`config.mk`:
```
export PLATFORM = sky130hd
export DESIGN_NAME = dsa_cell
export DESIGN_NICKNAME = d
export VERILOG_FILES = /design/src/dsa_pkg.sv /design/src/dsa_cell.sv
export SDC_FILE = /design/constraint.sdc
export NUM_CORES = 1
export LEC_CHECK = 0
export ABC_CLOCK_PERIOD_IN_PS = 15150
export BUFFER_PORTS_ARGS = -buffer_cell sky130_fd_sc_hd__buf_4
export CAP_MARGIN = 20
export CORE_MARGIN = 3
export CORE_UTILIZATION = 25
export DETAILED_ROUTE_END_ITERATION = 8
export SYNTH_ARGS = -nofsm -noshare
export SYNTH_HDL_FRONTEND = slang
export SYNTH_SLANG_ARGS = --single-unit
export TNS_END_PERCENT = 20
```
`constraint.sdc`:
```
create_clock -name clk -period 15.15 [get_ports clk]
set_input_delay 3.03 -clock clk [delete_from_list [all_inputs] [get_ports clk]]
set_output_delay 3.03 -clock clk [all_outputs]
set_load 0.02 [all_outputs]
```
`src/dsa_pkg.sv`:
```
// Package for the differential sine/cosine to angle converter.
// Holds the sizing constants, the arctangent table and the pipeline stage type.
`default_nettype none

package dsa_pkg;

  localparam int SAMPLE_BITS   = 16;
  localparam int ANGLE_BITS    = 16;
  localparam int CORDIC_STAGES = 16;

  localparam int CODE_W      = 16;
  localparam int ANGLE_OUT_W = 16;
  localparam int GUARD_BITS  = 24;
  localparam int ATAN_ENTRIES = 24;
  localparam int Z_W          = 32;

  // Rotation stages actually built: the table limits the count.
  localparam int STAGE_COUNT = (CORDIC_STAGES > ATAN_ENTRIES) ? ATAN_ENTRIES : CORDIC_STAGES;
  localparam int SHIFT_W     = $clog2(ATAN_ENTRIES);

  // Differences are SAMPLE_BITS+1 wide; the CORDIC gain and the diagonal
  // need two more integer bits, and the guard bits sit below.
  localparam int DIFF_W = SAMPLE_BITS + 1;
  localparam int DATA_W = SAMPLE_BITS + 3 + GUARD_BITS;

  localparam logic [Z_W-1:0] HALF_TURN = Z_W'(64'h8000_0000);
  localparam logic [Z_W-1:0] ROUND_ADD = Z_W'(64'd1 << (31 - ANGLE_BITS));

  // atan(2^-i) in units of 2^-32 turn, rounded to nearest.
  localparam logic [Z_W-1:0] ATAN_TURN [ATAN_ENTRIES] = '{
    32'd536870912, 32'd316933406, 32'd167458907, 32'd85004756,
    32'd42667331,  32'd21354465,  32'd10679838,  32'd5340245,
    32'd2670163,   32'd1335087,   32'd667544,    32'd333772,
    32'd166886,    32'd83443,     32'd41722,     32'd20861,
    32'd10430,     32'd5215,      32'd2608,      32'd1304,
    32'd652,       32'd326,       32'd163,       32'd81
  };

  typedef struct packed {
    logic signed [DATA_W-1:0] x;
    logic signed [DATA_W-1:0] y;
    logic [Z_W-1:0]           z;
    logic                     zero;
  } dsa_stage_t;

endpackage

`default_nettype wire

```
`src/dsa_cell.sv`:
```
// One vectoring CORDIC micro-rotation with its own pipeline register.
// Depends on dsa_pkg; shift amount and table angle come in as tied constants.
`default_nettype none

module dsa_cell import dsa_pkg::*; (
  input  logic               clk,
  input  logic               rst,
  input  logic [SHIFT_W-1:0] shift_amt,
  input  logic [Z_W-1:0]     atan_step,
  input  logic               up_valid,
  output logic               up_ready,
  input  dsa_stage_t         up_data,
  output logic               dn_valid,
  input  logic               dn_ready,
  output dsa_stage_t         dn_data
);

  logic signed [DATA_W-1:0] x_shr, y_shr;
  dsa_stage_t               stage_next;

  assign up_ready = !dn_valid || dn_ready;

  always_comb begin
    x_shr = up_data.x >>> shift_amt;
    y_shr = up_data.y >>> shift_amt;
    stage_next.zero = up_data.zero;
    // A zero residual counts as non-negative and rotates clockwise.
    if (!up_data.y[DATA_W-1]) begin
      stage_next.x = up_data.x + y_shr;
      stage_next.y = up_data.y - x_shr;
      stage_next.z = up_data.z + atan_step;
    end else begin
      stage_next.x = up_data.x - y_shr;
      stage_next.y = up_data.y + x_shr;
      stage_next.z = up_data.z - atan_step;
    end
  end

  always_ff @(posedge clk) begin
    if (rst) begin
      dn_valid <= 1'b0;
    end else if (up_ready) begin
      dn_valid <= up_valid;
    end
  end

  always_ff @(posedge clk) begin
    if (up_valid && up_ready) begin
      dn_data <= stage_next;
    end
  end

endmodule

`default_nettype wire

```
==> run metrics, run 1 <==
CP endpoint kind=register; slew margin rel.=27.5%; global-route wire length before repair=116000 um; Design Area, Final=0.0229 mm2; Area Growth Syn to Fin=16.8%; sw frac=42.3%; Yosys warnings=0; I/O pin cnt=281; Worst-Skew Late Latency=0.46 ns; Clock Sinks=120; RR Startpoint=dn_valid; period utilization=66.4%; Bufs on Longest Clock Path=2; mean post-synth cell area=9.25 um2; ys async rst share=0%; Yosys cell types=111; Final ANT Viol Nets=0; top cell type by total area after synthesis=edfxtp_1; R2R depth=3; area of the mapped netlist=0.0196 mm2; Worst Hold Class=reg2reg; Row Count=102; Starting Density=25.3%; clock-pin slew on the worst setup and hold paths=0.07 ns; Power Total=2.18 mW; Clock Skews=0.0114 ns; initial antenna violation count=6; largest net degree at the start of global routing=96; min Tclk post-route=10.06 ns; Hold Fails Final Rpt=0; Root Driver=clkbuf_16; Syn Nets=2410; CTS tree=yes; Synth top area share=18.2%; DIE AREA=0.0818 mm2; Clock Power Share=20.8%; Final Wtd Congestion=1.00; fraction of layout cells with a size suffix above 1=24.1%; fmax=99.4 MHz; Die H=286 um; Net count, final=2600; die width=286 um; largest cells by area after synthesis=edfxtp_1 (18%), mux4_2 (14%), ha_1 (8.2%), xnor2_1 (6.1%), a21oi_1 (4.8%); Iteration-0 DRC Markers=2090; Psw=0.923 mW; total track usage=18.7%; Post-synth EDFFs=119; Cells after Synth=2119; hold_buf cts=0; I/O Buffers=280; Seq/Total Area, Yosys=18.3%; Critical path destination=dn_data[73]; status=completed; # resized after CTS=0; residual DRC count=0; total power divided by cell area=95.3 mW/mm2; CP Max Fanout=95; setup tns final=0 ns; Required @ worst endpoint=15.34 ns; post-CTS setup repair buffer count=0; register share of total power=23.0%; CP Launch Type=input pin; dpl cells=3330; Leak Pwr=9.06 nW; dpl hpwl=61900 um; grt ovf=0; Core Footprint=0.0776 mm2; TritonRoute pass-1 iters=8; Final Setup Violations=0; vias per cell=5.61; Avg WL per Cell=23.6 um; critical path launch point=shift_amt[1]; measured slew at the worst slew-check pin=1.08 ns; Max Cap Violations=0; Crit Path Class=in2reg; vias in the first global route=17991; Top FF cell, synth=edfxtp_1; r2r setup slk=12.74 ns; FF-to-FF End=dn_data[113]; unrepaired setup endpoints after global routing=false; drt total wl=79600 um; Peak supply drop=0.0000507 V; Final Max Slew Viols=0; Crit path arrival time=10.24 ns; internal cell power=1.26 mW; Yosys reg bits=120; H-tree Lvls=4; Via Count=18877; fill cell count=8256; Logic pwr share=56.2%; fin cells=3367; placed cell areas=0.0223 mm2; cts bufs inserted=17
-- metal layers --
| layer | routed length (um) | up-vias | global-route usage (%) |
|---|---|---|---|
| met5 | 12 | - | 0 |
| met4 | 3400 | 2 | 8.21 |
| met3 | 7180 | 212 | 4.04 |
| met2 | 37400 | 1086 | 30.7 |
| met1 | 31600 | 9015 | 23.6 |
| li1 | - | 8562 | - |
-- worst min path at each step --
stage / startpoint / slack [ns] / endpoint / cells after the start
2_1_floorplan: dn_valid / 0.73 / dn_valid / 2
3_3_place_gp: dn_valid / 0.51 / dn_valid / 2
3_5_place_dp: dn_valid / 0.52 / dn_valid / 2
4_1_cts: dn_valid / 0.53 / dn_valid / 2
5_1_grt: dn_valid / 0.56 / dn_valid / 2
6_report: dn_valid / 0.53 / dn_valid / 2
-- cell families (layout without fill, tap and decap cells) --
logic type / after synthesis / after routing / share of synthesized area (%)
xor+xnor: 198 / 198 / 8.91
mux: 273 / 273 / 22.5
compound gates: 626 / 626 / 21.2
simple gates: 591 / 591 / 15.0
flops: 120 / 120 / 18.3
other cells: 0 / 5 / 0
buf+inv: 180 / 383 / 5.61
fa+ha+maj: 131 / 131 / 8.47
-- area by class of cell --
type	instances	area, um2	share of cell area (%)
Antenna cell	5	12.5	0.0546
Clock buffer	18	439	1.92
Clock inverter	14	196	0.858
Inverter	55	209	0.913
Multi-Input combinational cell	1819	14900	65.2
Sequential cell	120	3590	15.7
Tap cell	1040	1300	5.68
Timing Repair Buffer	296	2230	9.72
-- power groups by stage --
stage | Sequential [mW] | Clock [mW] | Combinational [mW]
2_1_floorplan | 0.598 | 0 | 0.728
3_3_place_gp | 0.512 | 0 | 1.21
3_5_place_dp | 0.512 | 0 | 1.21
4_1_cts | 0.506 | 0.475 | 1.22
5_1_grt | 0.511 | 0.488 | 1.32
6_report | 0.503 | 0.454 | 1.23
-- worst max-delay path: stages --
cell	delay, ns
buf_6	0.69
buf_4	0.75
mux4_2	0.61
mux2i_1	0.28
nand2_1	0.09
o211ai_1	0.15
o211a_1	0.21
ha_1	0.19
nand3_1	0.09
nor4_2	0.48
and2_4	0.26
nor2_1	0.05
xnor2_1	0.16
ha_1	0.37
nand4_1	0.17
nor3_1	0.24
o311ai_0	0.22
o211ai_1	0.22
nand2_1	0.15
o41ai_1	0.60
a21oi_1	0.23
o21bai_1	0.33
nand2_1	0.10
o41ai_1	0.31
xor2_1	0.13
-- cells in the final DEF (no fill, tap or decap), types with 12 or more instances in the layout --
master	n
o211ai_1	14
nor2_1	161
o21a_1	31
ha_1	128
a41oi_1	12
nand4_1	18
a21o_1	57
nand3_1	40
mux2_2	51
clkbuf_16	17
o21ai_0	91
and3_1	22
and2_1	26
o22ai_1	17
nand2b_1	21
a21oi_1	188
a211oi_1	19
a31oi_1	37
mux2_1	12
nand2_1	165
xor2_1	60
nor3_1	37
edfxtp_1	119
mux4_2	125
nor2b_1	27
inv_1	51
o21bai_1	14
a22oi_1	26
buf_4	295
mux2i_1	81
xnor2_1	137
-- synthesized netlist by cell type (14+ instances only) --
| library cell | number |
|---|---|
| a211oi_1 | 19 |
| a21o_1 | 57 |
| a21oi_1 | 188 |
| a22oi_1 | 26 |
| a31oi_1 | 37 |
| and2_1 | 27 |
| and3_1 | 22 |
| buf_2 | 24 |
| buf_4 | 15 |
| buf_6 | 26 |
| clkbuf_1 | 41 |
| edfxtp_1 | 119 |
| ha_1 | 128 |
| inv_1 | 51 |
| mux2_2 | 51 |
| mux2i_1 | 81 |
| mux4_2 | 125 |
| nand2_1 | 165 |
| nand2b_1 | 21 |
| nand3_1 | 40 |
| nand4_1 | 18 |
| nor2_1 | 162 |
| nor2b_1 | 27 |
| nor3_1 | 37 |
| o211ai_1 | 14 |
| o21a_1 | 31 |
| o21ai_0 | 91 |
| o21bai_1 | 14 |
| o22ai_1 | 17 |
| xnor2_1 | 137 |
| xor2_1 | 60 |
-- flip-flops by register name, summed over array words and instances (netlist names) --
| register | count |
|---|---|
| dn_data | 119 |
| dn_valid | 1 |
-- metrics by stage --
stage	utilization, %	worst slack [ns]	hold slack [ns]
2_1_floorplan	-	6.03	0.729
3_3_place_gp	28.7	4.93	0.514
3_5_place_dp	28.7	4.75	0.517
4_1_cts	29.5	5.22	0.527
5_1_grt	29.5	4.50	0.565
6_report	29.5	5.09	0.525
Note: power is estimated with default switching activity, not from simulation.
==> inputs of run 2 (changes only) <==
Settings changed: ABC_AREA set to 1, ABC_CLOCK_PERIOD_IN_PS 15150 to 9600.
Clock period 15.15 ns to 9.6 ns, I/O delays scaled along.
==> run 2 against run 1 <==
Against the previous run: clock power rose by 46%; register-to-register slack got worse by 5.6 ns; setup slack got worse by 2.6 ns; via count is 16% higher; utilization up 0.52 points; largest power group unchanged; first-iteration DRC count is 3.1% lower; wire length grew 5.6%; clock skew rose by 0.012 ns; non-clock buffer count down 2; critical endpoint is now dn_data[72].
==> run metrics, run 2 <==
status=completed; CP Max Fanout=79 (-17%); Avg WL per Cell=19.2 um (-19%); Clock Sinks=120 (unchanged); Top reg by flops=dn_data; largest registers=dn_data (119), dn_valid (1); synth cell count leaders=nand2_1 (911), nand3_1 (548), inv_1 (261); largest cells by area after synthesis=edfxtp_1 (18%), nand2_1 (18%), nand3_1 (14%), ha_1 (8.3%), xor2_1 (5.7%); global-route wire length before repair=125000 um (+7.3%); commonest non-fill, non-tap cell in the layout=nand2_1; Final Setup Violations=0 (unchanged); Crit Path Class=in2reg; drt total wl=84000 um (+5.6%); Iteration-0 DRC Markers=2025 (-3.1%); slew margin rel.=36.9% (+9.4 points); n_diodes=0 (-5); Via Count=21972 (+16%); mean post-synth cell area=6.17 um2 (-33%); Yosys warnings=0 (unchanged); dpl hpwl=69900 um (+13%); # resized after CTS=0 (unchanged); Row Count=101 (-0.98%); Root Driver=clkbuf_16; hold_buf cts=0 (unchanged); CTS tree=yes; Area Growth Syn to Fin=18.3%; Cells after Synth=3140 (+48%); die width=284 um (-0.59%); Worst-Skew Late Latency=0.48 ns (+0.02 ns); clock-pin slew on the worst setup and hold paths=0.08 ns (about the same); ys async rst share=0% (unchanged); fmax=140 MHz; Top FF cell, synth=edfxtp_1; Max Cap Violations=0 (unchanged); TritonRoute pass-1 iters=8 (unchanged); CP endpoint kind=register; H-tree Lvls=4 (unchanged); worst slack at placement=2.08 ns (-2.68 ns); setup tns final=0 ns (unchanged); Clock Skews=0.0237 ns (+0.0123 ns); PnR worst setup slack=2.48 ns (-2.61 ns); unrepaired setup endpoints after global routing=false; vias in the first global route=20323 (+13%); Peak supply drop=0.000132 V (+160%); fill cell count=8657 (+4.9%); vias per cell=5.01 (-11%); Final Wtd Congestion=1.02 (+2.0%); Final ANT Viol Nets=0 (unchanged); largest net degree at the start of global routing=88 (-8.3%); register area=0.00359 mm2 (unchanged); area of the mapped netlist=0.0194 mm2 (-1.2%); min Tclk post-route=7.12 ns; Seq/Total Area, Yosys=18.5% (+0.22 points); Starting Density=25.4% (+0.11 points); period utilization=74.2%; Syn Nets=3431 (+42%); Final Max Slew Viols=0 (unchanged); Die H=284 um (-0.59%); Leak Pwr=11.0 nW (+21%); CP Launch Type=input pin; fraction of layout cells with a size suffix above 1=14.9% (-9.2 points); Net count, final=3630 (+40%); measured slew at the worst slew-check pin=0.947 ns (-0.132 ns); Post-synth EDFFs=119 (unchanged); Core Footprint=0.0763 mm2 (-1.6%); total track usage=20.0% (+1.3 points); grt ovf=0 (unchanged); cts bufs inserted=17 (unchanged); top cell type by total area after synthesis=edfxtp_1; Bufs on Longest Clock Path=2 (unchanged); post-CTS setup repair buffer count=0 (unchanged); most frequent cells in the layout=nand2_1 (911), nand3_1 (548), buf_4 (292), inv_1 (258), nor2_1 (238); Crit path arrival time=7.35 ns (-2.89 ns); Power Total=3.37 mW (+54%); Required @ worst endpoint=9.83 ns (-5.51 ns); total power divided by cell area=147 mW/mm2 (+54%); residual DRC count=0 (unchanged); Largest register FFs=119 (unchanged); Synth top area share=18.4% (+0.22 points); top-count cell post-synth=nand2_1; I/O pin cnt=281 (unchanged); Yosys reg bits=120 (unchanged); initial antenna violation count=1 (-5); I/O Buffers=280 (unchanged); Hold Fails Final Rpt=0 (unchanged); Multi-input gate area=0.0142 mm2 (-4.9%); DIE AREA=0.0809 mm2 (-1.2%); Worst Hold Class=reg2reg; Yosys cell types=51 (-54%)
[run 2: cell count changes in the layout (fill, tap and decap cells not counted), moves of 27 or more]
cell / before / now
nor2_1: 161 / 238
nand2_2: 2 / 69
xnor2_1: 137 / 62
inv_1: 51 / 258
a21o_1: 57 / 9
mux4_2: 125 / 0
nand3_1: 40 / 548
mux2_2: 51 / 0
nand2_1: 165 / 911
mux2i_1: 81 / 0
nor2b_1: 27 / 0
xor2_1: 60 / 126
nand3_2: 2 / 42
[run 2: cell type report]
class / count / area share, %
Clock inverter: 15 / 0.655
Tap cell: 1030 / 5.62
Sequential cell: 120 / 15.7
Inverter: 274 / 4.50
Clock buffer: 17 / 1.86
Timing Repair Buffer: 294 / 9.77
Multi-Input combinational cell: 2632 / 61.9
[run 2: worst max-delay path, cell delays in order]
cell,delay [ns]
buf_4,0.61
inv_2,0.55
buf_4,0.43
nand3_1,0.19
nand3_1,0.11
nand2_1,0.15
nand2_1,0.06
nand2_1,0.15
ha_1,0.22
nand2_1,0.10
nor2_2,0.13
nand3_2,0.15
nand2_1,0.12
o21ai_0,0.12
xor2_1,0.31
ha_1,0.35
a21oi_1,0.21
o21ai_0,0.17
a21oi_1,0.15
nand2_1,0.06
a21oi_1,0.20
o21bai_1,0.15
a21boi_0,0.34
o21ai_0,0.17
xor2_1,0.16
[run 2: cells by family after synthesis]
logic type,Yosys count,synth area share [%]
xor gates and xnor gates,188,8.50
AOI/OAI and AO/OA,398,11.6
and+or+nand+nor,1915,44.6
adders and majority gates,131,8.58
DFF,120,18.5
buffers and inverters,388,8.24
[run 2: routing by layer]
layer	GRT usage (%)	part of all wire [%]	vias up
met5	0	0.011	-
met4	5.65	2.7	2
met3	2.94	6.1	106
met2	32.7	46	835
met1	27.5	46	10120
li1	-	-	10909
[run 2: per-stage QoR]
stage / utilization, % / cells / hold slack [ns] / cell area (um2)
2_1_floorplan: - / 3140 / 0.705 / 19400
3_3_place_gp: 29.2 / 4348 / 0.530 / 22300
3_5_place_dp: 29.2 / 4348 / 0.528 / 22300
4_1_cts: 30.0 / 4380 / 0.537 / 22900
5_1_grt: 30.0 / 4382 / 0.576 / 22900
6_report: 30.0 / 4382 / 0.537 / 22900
[run 2: path summary, 6_finish.rpt]
check,startpoint,end,slack [ns],depth (start not counted)
setup / recovery,shift_amt[2],dn_data[72],2.48,25
hold / removal,dn_valid,dn_valid,0.54,2
setup reg to reg,dn_valid,dn_data[70],7.14,3
hold reg to reg,dn_valid,dn_valid,0.54,2
[run 2: report_power, final]
part,internal (mW),leakage (nW),switching (mW),total [mW]
sequential,0.754,1.16,0.0387,0.792
clock,0.346,0.282,0.315,0.661
combinational,0.657,9.51,1.26,1.92
total,1.76,11.0,1.61,3.37
